**src/kmsc_pkg.sv**
```systemverilog
// Package with the matrix geometry, pin numbers, mode codes and request and result types.
`default_nettype none
package kmsc_pkg;

    localparam int MATRIX_ROWS = 11;
    localparam int MATRIX_COLS = 8;
    localparam int NUM_STAGES  = MATRIX_ROWS * MATRIX_COLS;
    localparam int KEY_AW      = (NUM_STAGES > 1) ? $clog2(NUM_STAGES) : 1;
    localparam int STAGE_W     = $clog2(NUM_STAGES + 1);
    localparam int DIRECT_ROW  = 10;

    localparam logic [4:0] GPIO_CLK    = 5'd6;
    localparam logic [4:0] GPIO_DATA   = 5'd7;
    localparam logic [4:0] GPIO_KEY_A  = 5'd8;
    localparam logic [4:0] GPIO_KEY_B  = 5'd9;
    localparam logic [4:0] GPIO_KEY_C  = 5'd10;
    localparam logic [4:0] GPIO_RAIL   = 5'd17;
    localparam logic [4:0] GPIO_CAPS   = 5'd18;
    localparam logic [4:0] GPIO_SCROLL = 5'd19;

    typedef enum logic [1:0] {
        MODE_SET_KEY   = 2'd0,
        MODE_PIN_WRITE = 2'd1,
        MODE_PIN_READ  = 2'd2,
        MODE_KEY_QUERY = 2'd3
    } mode_t;

    typedef struct packed {
        mode_t      mode;
        logic [3:0] row;
        logic [3:0] col;
        logic       pressed;
        logic [4:0] pin;
        logic       level;
        logic       output_enable;
        logic       data_pad_level;
    } kmsc_in_t;

    typedef struct packed {
        logic        pin_driven;
        logic        pin_level;
        logic [6:0]  selected_stage;
        logic [31:0] clock_pulse_count;
        logic [31:0] reset_count;
        logic [31:0] sense_read_count;
        logic        caps_led_on;
        logic        scroll_led_on;
        logic        panel_powered;
        logic        key_closed;
    } kmsc_out_t;

endpackage
`default_nettype wire

```
**src/kmsc_if.sv**
```systemverilog
// Valid/ready request channels for the input and result streams.
`default_nettype none
interface kmsc_in_if;
    logic               valid;
    logic               ready;
    kmsc_pkg::kmsc_in_t data;

    modport source (output valid, output data, input ready);
    modport sink (input valid, input data, output ready);
endinterface

interface kmsc_out_if;
    logic                valid;
    logic                ready;
    kmsc_pkg::kmsc_out_t data;

    modport source (output valid, output data, input ready);
    modport sink (input valid, input data, output ready);
endinterface
`default_nettype wire

```
**src/key_matrix_select_chain_top.sv**
```systemverilog
// Top level of the shift-register key matrix board model.
// Each request passes through the input register and then the result register, and a new
// request is accepted every cycle while the result side keeps taking them. All state (key
// bits, selected stage, counters and flags) is updated when a request leaves the input
// register, and the result carries the values after that update. The select chain is
// tracked by its lowest set stage alone, which a clock edge moves up by one (stopping one
// past the last stage) or sets to zero.
`default_nettype none
module key_matrix_select_chain_top (
    input  wire        clk,
    input  wire        rst_n,
    kmsc_in_if.sink    in_ch,
    kmsc_out_if.source out_ch
);
    import kmsc_pkg::*;

    logic                  in_valid_reg;
    kmsc_in_t              in_data_reg;
    logic                  out_valid_reg;
    kmsc_out_t             out_data_reg;
    kmsc_out_t             out_data_next;

    logic [NUM_STAGES-1:0] key_bits_reg;
    logic [NUM_STAGES-1:0] key_bits_next;
    logic                  clock_was_high_reg;
    logic                  clock_was_high_next;
    logic [STAGE_W-1:0]    chosen_reg;
    logic [STAGE_W-1:0]    chosen_next;
    logic [31:0]           edge_cnt_reg;
    logic [31:0]           edge_cnt_next;
    logic [31:0]           restart_cnt_reg;
    logic [31:0]           restart_cnt_next;
    logic [31:0]           read_cnt_reg;
    logic [31:0]           read_cnt_next;
    logic                  caps_reg;
    logic                  caps_next;
    logic                  scroll_reg;
    logic                  scroll_next;
    logic                  rail_reg;
    logic                  rail_next;

    logic                  advance;
    logic                  key_ok;
    logic [KEY_AW-1:0]     key_addr;
    logic [8:0]            key_addr_wide;
    logic                  driven;
    logic                  plevel;
    logic                  closed;

    function automatic logic direct_level(input logic [KEY_AW-1:0] idx, input int col,
                                          input logic [NUM_STAGES-1:0] keys);
        logic lvl;
        lvl = 1'b1;
        if (MATRIX_ROWS > DIRECT_ROW && col < MATRIX_COLS)
        begin
            lvl = ~keys[idx];
        end
        return lvl;
    endfunction

    localparam int DIRECT_BASE = DIRECT_ROW * MATRIX_COLS;
    localparam logic [KEY_AW-1:0] DIRECT_A = KEY_AW'(DIRECT_BASE % NUM_STAGES);
    localparam logic [KEY_AW-1:0] DIRECT_B = KEY_AW'((DIRECT_BASE + 1) % NUM_STAGES);
    localparam logic [KEY_AW-1:0] DIRECT_C = KEY_AW'((DIRECT_BASE + 2) % NUM_STAGES);

    assign advance      = in_valid_reg && (!out_valid_reg || out_ch.ready);
    assign in_ch.ready  = !in_valid_reg || !out_valid_reg || out_ch.ready;
    assign out_ch.valid = out_valid_reg;
    assign out_ch.data  = out_data_reg;

    assign key_ok = (32'(in_data_reg.row) < 32'(MATRIX_ROWS))
                 && (32'(in_data_reg.col) < 32'(MATRIX_COLS));
    assign key_addr_wide = 9'(in_data_reg.row) * 9'(MATRIX_COLS) + 9'(in_data_reg.col);
    assign key_addr      = key_addr_wide[KEY_AW-1:0];

    always_comb
    begin
        key_bits_next       = key_bits_reg;
        clock_was_high_next = clock_was_high_reg;
        chosen_next         = chosen_reg;
        edge_cnt_next       = edge_cnt_reg;
        restart_cnt_next    = restart_cnt_reg;
        read_cnt_next       = read_cnt_reg;
        caps_next           = caps_reg;
        scroll_next         = scroll_reg;
        rail_next           = rail_reg;
        driven              = 1'b0;
        plevel              = 1'b0;
        closed              = 1'b0;

        case (in_data_reg.mode)
            MODE_SET_KEY:
            begin
                if (key_ok)
                begin
                    key_bits_next[key_addr] = in_data_reg.pressed;
                end
            end
            MODE_PIN_WRITE:
            begin
                case (in_data_reg.pin)
                    GPIO_CLK:
                    begin
                        if (in_data_reg.output_enable)
                        begin
                            clock_was_high_next = in_data_reg.level;
                            if (in_data_reg.level && !clock_was_high_reg)
                            begin
                                edge_cnt_next = edge_cnt_reg + 32'd1;
                                if (in_data_reg.data_pad_level)
                                begin
                                    chosen_next = '0;
                                    if (chosen_reg != '0)
                                    begin
                                        restart_cnt_next = restart_cnt_reg + 32'd1;
                                    end
                                end
                                else if (32'(chosen_reg) >= NUM_STAGES - 1)
                                begin
                                    chosen_next = STAGE_W'(NUM_STAGES);
                                end
                                else
                                begin
                                    chosen_next = chosen_reg + STAGE_W'(1);
                                end
                            end
                        end
                    end
                    GPIO_RAIL:   rail_next   = !in_data_reg.level;
                    GPIO_CAPS:   caps_next   = in_data_reg.output_enable && in_data_reg.level;
                    GPIO_SCROLL: scroll_next = in_data_reg.output_enable && in_data_reg.level;
                    default:     ;
                endcase
            end
            MODE_PIN_READ:
            begin
                if (!in_data_reg.output_enable)
                begin
                    case (in_data_reg.pin)
                        GPIO_DATA:
                        begin
                            read_cnt_next = read_cnt_reg + 32'd1;
                            driven        = 1'b1;
                            if (32'(chosen_reg) >= NUM_STAGES)
                            begin
                                plevel = 1'b1;
                            end
                            else
                            begin
                                plevel = ~key_bits_reg[chosen_reg[KEY_AW-1:0]];
                            end
                        end
                        GPIO_KEY_A:
                        begin
                            driven = 1'b1;
                            plevel = direct_level(DIRECT_A, 0, key_bits_reg);
                        end
                        GPIO_KEY_B:
                        begin
                            driven = 1'b1;
                            plevel = direct_level(DIRECT_B, 1, key_bits_reg);
                        end
                        GPIO_KEY_C:
                        begin
                            driven = 1'b1;
                            plevel = direct_level(DIRECT_C, 2, key_bits_reg);
                        end
                        default: ;
                    endcase
                end
            end
            MODE_KEY_QUERY:
            begin
                if (key_ok)
                begin
                    closed = key_bits_reg[key_addr];
                end
            end
            default: ;
        endcase

        out_data_next.pin_driven        = driven;
        out_data_next.pin_level         = plevel;
        out_data_next.selected_stage    = 7'(chosen_next);
        out_data_next.clock_pulse_count = edge_cnt_next;
        out_data_next.reset_count       = restart_cnt_next;
        out_data_next.sense_read_count  = read_cnt_next;
        out_data_next.caps_led_on       = caps_next;
        out_data_next.scroll_led_on     = scroll_next;
        out_data_next.panel_powered     = rail_next;
        out_data_next.key_closed        = closed;
    end

    always_ff @(posedge clk or negedge rst_n)
    begin
        if (!rst_n)
        begin
            in_valid_reg       <= 1'b0;
            out_valid_reg      <= 1'b0;
            key_bits_reg       <= '0;
            clock_was_high_reg <= 1'b0;
            chosen_reg         <= STAGE_W'(NUM_STAGES);
            edge_cnt_reg       <= '0;
            restart_cnt_reg    <= '0;
            read_cnt_reg       <= '0;
            caps_reg           <= 1'b0;
            scroll_reg         <= 1'b0;
            rail_reg           <= 1'b0;
        end
        else
        begin
            if (in_ch.ready)
            begin
                in_valid_reg <= in_ch.valid;
            end
            if (advance)
            begin
                out_valid_reg      <= 1'b1;
                key_bits_reg       <= key_bits_next;
                clock_was_high_reg <= clock_was_high_next;
                chosen_reg         <= chosen_next;
                edge_cnt_reg       <= edge_cnt_next;
                restart_cnt_reg    <= restart_cnt_next;
                read_cnt_reg       <= read_cnt_next;
                caps_reg           <= caps_next;
                scroll_reg         <= scroll_next;
                rail_reg           <= rail_next;
            end
            else if (out_ch.ready)
            begin
                out_valid_reg <= 1'b0;
            end
        end
    end

    always_ff @(posedge clk)
    begin
        if (in_ch.ready && in_ch.valid)
        begin
            in_data_reg <= in_ch.data;
        end
        if (advance)
        begin
            out_data_reg <= out_data_next;
        end
    end

`ifndef SYNTHESIS
    a_chosen_range: assert property (@(posedge clk) disable iff (!rst_n)
        32'(chosen_reg) <= NUM_STAGES)
        else $error("selected stage beyond the chain length");

    a_restart_at_zero: assert property (@(posedge clk) disable iff (!rst_n)
        (restart_cnt_reg != $past(restart_cnt_reg)) |-> (chosen_reg == '0))
        else $error("restart count moved without selecting stage zero");

    a_level_needs_drive: assert property (@(posedge clk) disable iff (!rst_n)
        (out_valid_reg && !out_data_reg.pin_driven) |-> !out_data_reg.pin_level)
        else $error("pin level high on an undriven pin");

    a_ready_when_empty: assert property (@(posedge clk) disable iff (!rst_n)
        !out_valid_reg |-> in_ch.ready)
        else $error("input stalled with an empty result register");
`endif

endmodule
`default_nettype wire

```
**src/flat_wrapper.sv**
```systemverilog
// flat-port wrapper written by rule: the top's interface ports become plain ports
module key_matrix_select_chain_top_flat import kmsc_pkg::*;
  (clk, rst_n, in_ch_valid, in_ch_data, in_ch_ready, out_ch_valid, out_ch_data, out_ch_ready);
  kmsc_in_if in_ch_i ();
  kmsc_out_if out_ch_i ();
  input  wire clk;
  input  wire rst_n;
  input wire logic [$bits(in_ch_i.valid)-1:0] in_ch_valid;
  input wire logic [$bits(in_ch_i.data)-1:0] in_ch_data;
  output wire logic [$bits(in_ch_i.ready)-1:0] in_ch_ready;
  output wire logic [$bits(out_ch_i.valid)-1:0] out_ch_valid;
  output wire logic [$bits(out_ch_i.data)-1:0] out_ch_data;
  input wire logic [$bits(out_ch_i.ready)-1:0] out_ch_ready;
  assign in_ch_i.valid = in_ch_valid;
  assign in_ch_i.data = in_ch_data;
  assign in_ch_ready = in_ch_i.ready;
  assign out_ch_valid = out_ch_i.valid;
  assign out_ch_data = out_ch_i.data;
  assign out_ch_i.ready = out_ch_ready;
  key_matrix_select_chain_top u_core (.clk(clk), .rst_n(rst_n), .in_ch(in_ch_i), .out_ch(out_ch_i));
endmodule
```
**config.mk**
```make
export PLATFORM = sky130hd
export DESIGN_NAME = key_matrix_select_chain_top_flat
export DESIGN_NICKNAME = d
export VERILOG_FILES = /design/src/kmsc_pkg.sv /design/src/kmsc_if.sv /design/src/key_matrix_select_chain_top.sv /design/src/flat_wrapper.sv
export SDC_FILE = /design/constraint.sdc
export NUM_CORES = 1
export LEC_CHECK = 0
export BUFFER_PORTS_ARGS = -buffer_cell sky130_fd_sc_hd__buf_2
export CORE_AREA = 2 2 167 250
export CTS_BUF_LIST = sky130_fd_sc_hd__clkbuf_8
export DETAILED_ROUTE_END_ITERATION = 12
export DIE_AREA = 0 0 169 252
export GPL_TIMING_DRIVEN = 0
export PLACE_DENSITY = 0.64
export SETUP_SLACK_MARGIN = 0.2
export SLEW_MARGIN = 10
export SYNTH_ARGS = -nofsm -noshare
export SYNTH_HDL_FRONTEND = slang
export SYNTH_SLANG_ARGS = --single-unit
```
**constraint.sdc**
```tcl
create_clock -name clk -period 6.6 [get_ports clk]
set_input_delay 0.99 -clock clk [delete_from_list [all_inputs] [get_ports clk]]
set_output_delay 0.99 -clock clk [all_outputs]
set_load 0.01 [all_outputs]
```
Word-level counts from Yosys, hierarchy flattened
Index checks and enable logic that the tools add are counted.
- logic and storage cells: 115
- bits of input ports: 23
- register bits after elaboration: 325
- reduce and logical (&&, ||, !) cells: 21
- bitwise logic cells: 5
- add/sub/neg operators: 5
- multiplexer cells: 37
- equal/unequal tests: 11
- magnitude comparators: 7
- operators with widths (kind ; count):
    32-bit 2-to-1 mux ; 13
    32-bit by 1-bit adder with 32-bit output (second input constant) ; 3
    88-bit bitwise mux ; 1
    7-bit 2-to-1 mux ; 6
    7-bit by 8-bit < comparator with 1-bit output (second input constant) ; 2
    5-bit by 4-bit == test with 1-bit output (second input constant) ; 3
    5-bit == test (second input constant) ; 3
    1-bit binary-select mux with 7-bit select ; 2
    7-bit >= comparator (second input constant) ; 2
    1-bit 2-to-1 mux ; 13
    5-bit by 3-bit == test with 1-bit output (second input constant) ; 2
    4-bit < comparator (second input constant) ; 2
    7-bit by 1-bit adder with 7-bit output (second input constant) ; 1
    7-bit by 4-bit adder with 7-bit output ; 1
    1-bit demux with 7-bit select ; 1
    7-bit by 1-bit >= comparator with 1-bit output (second input constant) ; 1
    7-bit nonzero test ; 1
    1-bit logical AND ; 6
    1-bit inverter ; 5
    2-bit == test (second input constant) ; 2
    1-bit logical NOT ; 4
    1-bit one-hot mux with 4 select lines ; 1
    4-bit AND reduction ; 1
    4-bit OR reduction ; 1
    7 further kinds ; 9

Longest topological paths before layout
- depth after elaboration: 7
- gate-level depth with buffers: 10
- mapped depth without buffers: 8

Least setup slack after synthesis
Ideal clock, no wire load.
- path type: input -> register
- start: in out_ch_ready
- end: reg u_core.read_cnt_reg[8]
- arrival time: 5.275 ns
- stages: 7
- slack: 1.193 ns
- data required time: 6.469 ns
- setup time: 0.131 ns
- cell sequence: nand2b_1 > nand2_1 > clkinv_1 > clkbuf_1 > buf_1 > nand2_1 > xnor2_1
- longest elaborated chain between the ends: 2
- RTL lines (element ; RTL line ; text):
    from (decl) ; flat_wrapper.sv:13 ; input wire logic [$bits(out_ch_i.ready)-1:0] out_ch_ready;
    1-bit logical OR ; key_matrix_select_chain_top.sv:66 ; assign advance = in_valid_reg && (!out_valid_reg || out_ch.ready);
    1-bit logical AND ; key_matrix_select_chain_top.sv:66 ;
    via u_core.advance ; key_matrix_select_chain_top.sv:42 ; logic advance;
    to (signal assigned) ; key_matrix_select_chain_top.sv:224 ; read_cnt_reg <= read_cnt_next;
    to (decl) ; key_matrix_select_chain_top.sv:33 ; logic [31:0] read_cnt_reg;
The timed path passes the listed nets, and every way through them passes these cells.
A chain may end at the register's enable or synchronous reset.

Worst setup path in the final report
- start: reg u_core.chosen_reg[1]
- end: reg u_core.restart_cnt_reg[25]
- longest elaborated chain between the ends: 7
- RTL lines (element ; RTL line ; text):
    from (decl) ; key_matrix_select_chain_top.sv:27 ; logic [STAGE_W-1:0] chosen_reg;
    from (signal assigned) ; key_matrix_select_chain_top.sv:202 ; chosen_reg <= STAGE_W'(NUM_STAGES);
    from (signal assigned) ; key_matrix_select_chain_top.sv:221 ; chosen_reg <= chosen_next;
    7-bit nonzero test ; key_matrix_select_chain_top.sv:113 ; if (chosen_reg != '0)
    32-bit 2-to-1 mux ; key_matrix_select_chain_top.sv:113 ;
    32-bit 2-to-1 mux ; key_matrix_select_chain_top.sv:110 ; if (in_data_reg.data_pad_level)
    32-bit 2-to-1 mux ; key_matrix_select_chain_top.sv:107 ; if (in_data_reg.level && !clock_was_high_reg)
    32-bit 2-to-1 mux ; key_matrix_select_chain_top.sv:104 ; if (in_data_reg.output_enable)
    32-bit 2-to-1 mux ; key_matrix_select_chain_top.sv:101 ; case (in_data_reg.pin)
    32-bit 2-to-1 mux ; key_matrix_select_chain_top.sv:91 ; case (in_data_reg.mode)
    to (signal assigned) ; key_matrix_select_chain_top.sv:223 ; restart_cnt_reg <= restart_cnt_next;
    to (decl) ; key_matrix_select_chain_top.sv:31 ; logic [31:0] restart_cnt_reg;
No other way between the ends.

==> results.cfg <==
[critical_path]
endpoint_kind = flip-flop
worstPathArrival_ps = 3790
crit_required_ps = 7100
critical_path_peak_fanout = 10
worst_setup_path_start_kind = flip-flop
rrSetupSlack_ps = 3310
crit_end = u_core.restart_cnt_reg[25]
r2r_start = u_core.chosen_reg[1]
cp-startpoint = u_core.chosen_reg[1]
critPathKind = reg -> reg
rr_worst_depth = 9
rr_endpoint = u_core.restart_cnt_reg[25]

[cts]
clk_pin_slew_ps = 70
cts.sinks = 325
cts.hold.buffers_added = 0
post_cts_buffers = 0
cts_buffer_depth = 3
cts_tree = yes
numCtsBuffers = 49
clk_latency_ps = 600
ctsResizeCount = 0
cts_root_buf = clkbuf_8
h-tree-depth = 2

[cells_and_area]
layout-drive-gt1-share_pct = 23.69
fin_nets = 1569
fillers = 3771
final_core_util_pct = 45.63
largest_register_ffs = 109
syn_to_final_growth_pct = 15.09

[power_and_ir_drop]
peakVddDrop_mv = 0.1249
leakage_nw = 7.931
powerDensity_mw_per_mm2 = 228.7
power_w = 0.004207

[yosys]
synth_seq_area_share_pct = 54.91
synth_top_family_by_area = simple AND/OR/NAND/NOR gates
synth.avg_cell_area_um2 = 11.84
yosys_warnings = 0
synth-edff-count = 128
synth_compound_area_share_pct = 2.090
syn_inst = 1350
async_reset_ff_share_pct = 60.62
synth-seq-cells = 325
synth.distinct_cells = 55
post_synth_fa_ha_maj_area_fraction_pct = 0.5479
synth_area_mm2 = 0.01598
ys.flop_type = dfrtp_1
synth-xor-area-share_pct = 10.36
synth_mux_area_share_pct = 13.89
syn_nets = 1380
synth-simple-area-share_pct = 16.20

[sta]
setup-tns-final_ps = 0
rsz0062_at_grt = no
report.final.slew_viol_count = 0
period_share_pct = 49.78
hold_slack_ps = 301.0
timing.final.hold_violations = 0
max-slew-margin-rel_pct = 33.28
clock_skew_ps = 40.59
max_freq_mhz = 304.4
setup_slack_ps = 3315
tightest_slew_ps = 1001
finalSetupViolCount = 0
finalCriticalPeriod_ps = 3285

[global_route]
grt_pass1_vias = 11417
use_met2_pct = 33.42
met3_usage_pct = 2.337
antenna_found_initial = 1
grt_max_degree = 76
overflow = 0
grt_most_used_layer = met2
grt_pass1_wl_mm = 60.97
use_met1_pct = 20.24
grtUsageTotal_pct = 18.31

[die]
core_mm2 = 0.04031
die_w_um = 169
io_pins = 134
die_y_um = 252
start_util_pct = 39.65
rows = 90
die_area_mm2 = 0.04259

[detailed_routing]
wl_per_cell_um = 18.44
final_antenna_net_count = 0
drt_iter0_drc = 650
vias_per_cell = 5.260
drc = 0
wirelength_mm = 38.46
drtPass1Iterations = 5
routed-via-count = 10972

[run]
maxCapViolations = 0

[status]
outcome = finished, final reports clean

[placement]
gp_congestion = 0.8852
post-place-ws_ps = 2720
place_hpwl_mm = 27.64
io_buffers = 133

[min_path]
min_path_type = in -> async
[cell families (layout without fill, tap and decap cells)]
family | count (synthesis) | after routing
fa+ha+maj | 7 | 7
compound gates | 53 | 53
mux | 152 | 152
simple gates | 543 | 543
xor+xnor | 189 | 189
flops | 325 | 325
buf+inv | 81 | 310
other cells | 0 | 1
[worst min-delay path by stage]
stage	end	slack (ps)
after global placement	u_core.out_ch.valid	470
after CTS	u_core.key_bits_reg[68]	290
after detailed placement	u_core.restart_cnt_reg[31]	480
after global routing	u_core.key_bits_reg[3]	310
final	u_core.key_bits_reg[3]	300
after floorplan	u_core.out_ch.valid	460
[placed cells by master (no fill, tap or decap), drive strengths merged, types with 32 or more instances in the layout]
master	Yosys	layout
buf	12	150
clkbuf	55	109
dfrtp	194	194
edfxtp	128	128
mux2	98	98
mux4	46	46
nand2	168	168
nand3	53	53
nand4	32	32
nor2	162	162
nor3	34	34
xnor2	99	99
xor2	90	90
[synthesized netlist by cell type, types with 3 or more instances]
cell	number	area, um2
a211oi_1	4	30.03
a21oi_1	13	65.06
a311oi_1	3	26.28
a31oi_1	3	18.77
and2_1	16	100.1
and3_1	17	106.4
and4_1	13	113.9
buf_1	4	15.01
buf_2	7	35.03
clkbuf_1	55	206.5
dfrtp_1	194	4855
dfstp_2	3	78.83
edfxtp_1	128	3844
ha_1	7	87.58
inv_1	13	48.80
mux2_2	98	1104
mux2i_1	8	80.08
mux4_2	46	1036
nand2_1	167	626.9
nand2b_1	11	68.82
nand3_1	51	255.2
nand3b_1	7	52.55
nand4_1	32	200.2
nand4b_1	4	35.03
nor2_1	162	608.1
nor2b_1	4	25.02
nor3_1	32	160.2
nor3b_1	3	22.52
nor4_1	3	18.77
o21ai_0	16	80.08
or3_1	4	25.02
xnor2_1	99	867.1
xor2_1	90	788.3
[worst max-delay path, stage by stage, from the launching register on]
cell      delay [ps]
dfrtp_1          480
buf_1            680
inv_1            270
ha_1             270
and3_1           160
nand4b_1         330
or2_2            360
clkbuf_1         230
nor3_1           240
xor2_1           190
[metrics by stage]
stage	cell area, um2	cells
global placement	17280	1989
floorplan	15980	1350
detailed placement	17410	1994
CTS	18390	2085
global route	18400	2086
finish	18400	2086
[routing by layer]
layer | up-vias | part of all wire (%) | routed length, um
met3 | 129 | 3.8 | 1455
met4 | 0 | 5.7 | 2180
li1 | 5143 | - | -
met1 | 5374 | 38 | 14550
met5 | - | 0 | 0
met2 | 326 | 53 | 20280
[area by class of cell]
type                       instances  area, um2  area share, %
clock inverter                    37      241.5          1.313
sequential                       325       8777          47.71
timing repair buffer             138      790.8          4.298
antenna                            1      2.502        0.01360
buffer                            67      269.0          1.462
inverter                          14      52.55         0.2857
multi-input combinational        944       6887          37.43
clock buffer                      54      743.2          4.040
tap                              506      633.1          3.441
[power breakdown]
group | leakage [nW] | internal, W | total (W) | switching, W
clock network | 0.565 | 0.000876 | 0.00169 | 0.000814
registers | 3.95 | 0.00218 | 0.00222 | 0.0000380
logic | 3.42 | 0.0000976 | 0.000298 | 0.000201
total | 7.93 | 0.00315 | 0.00421 | 0.00105
(Power assumes the default switching activity.)
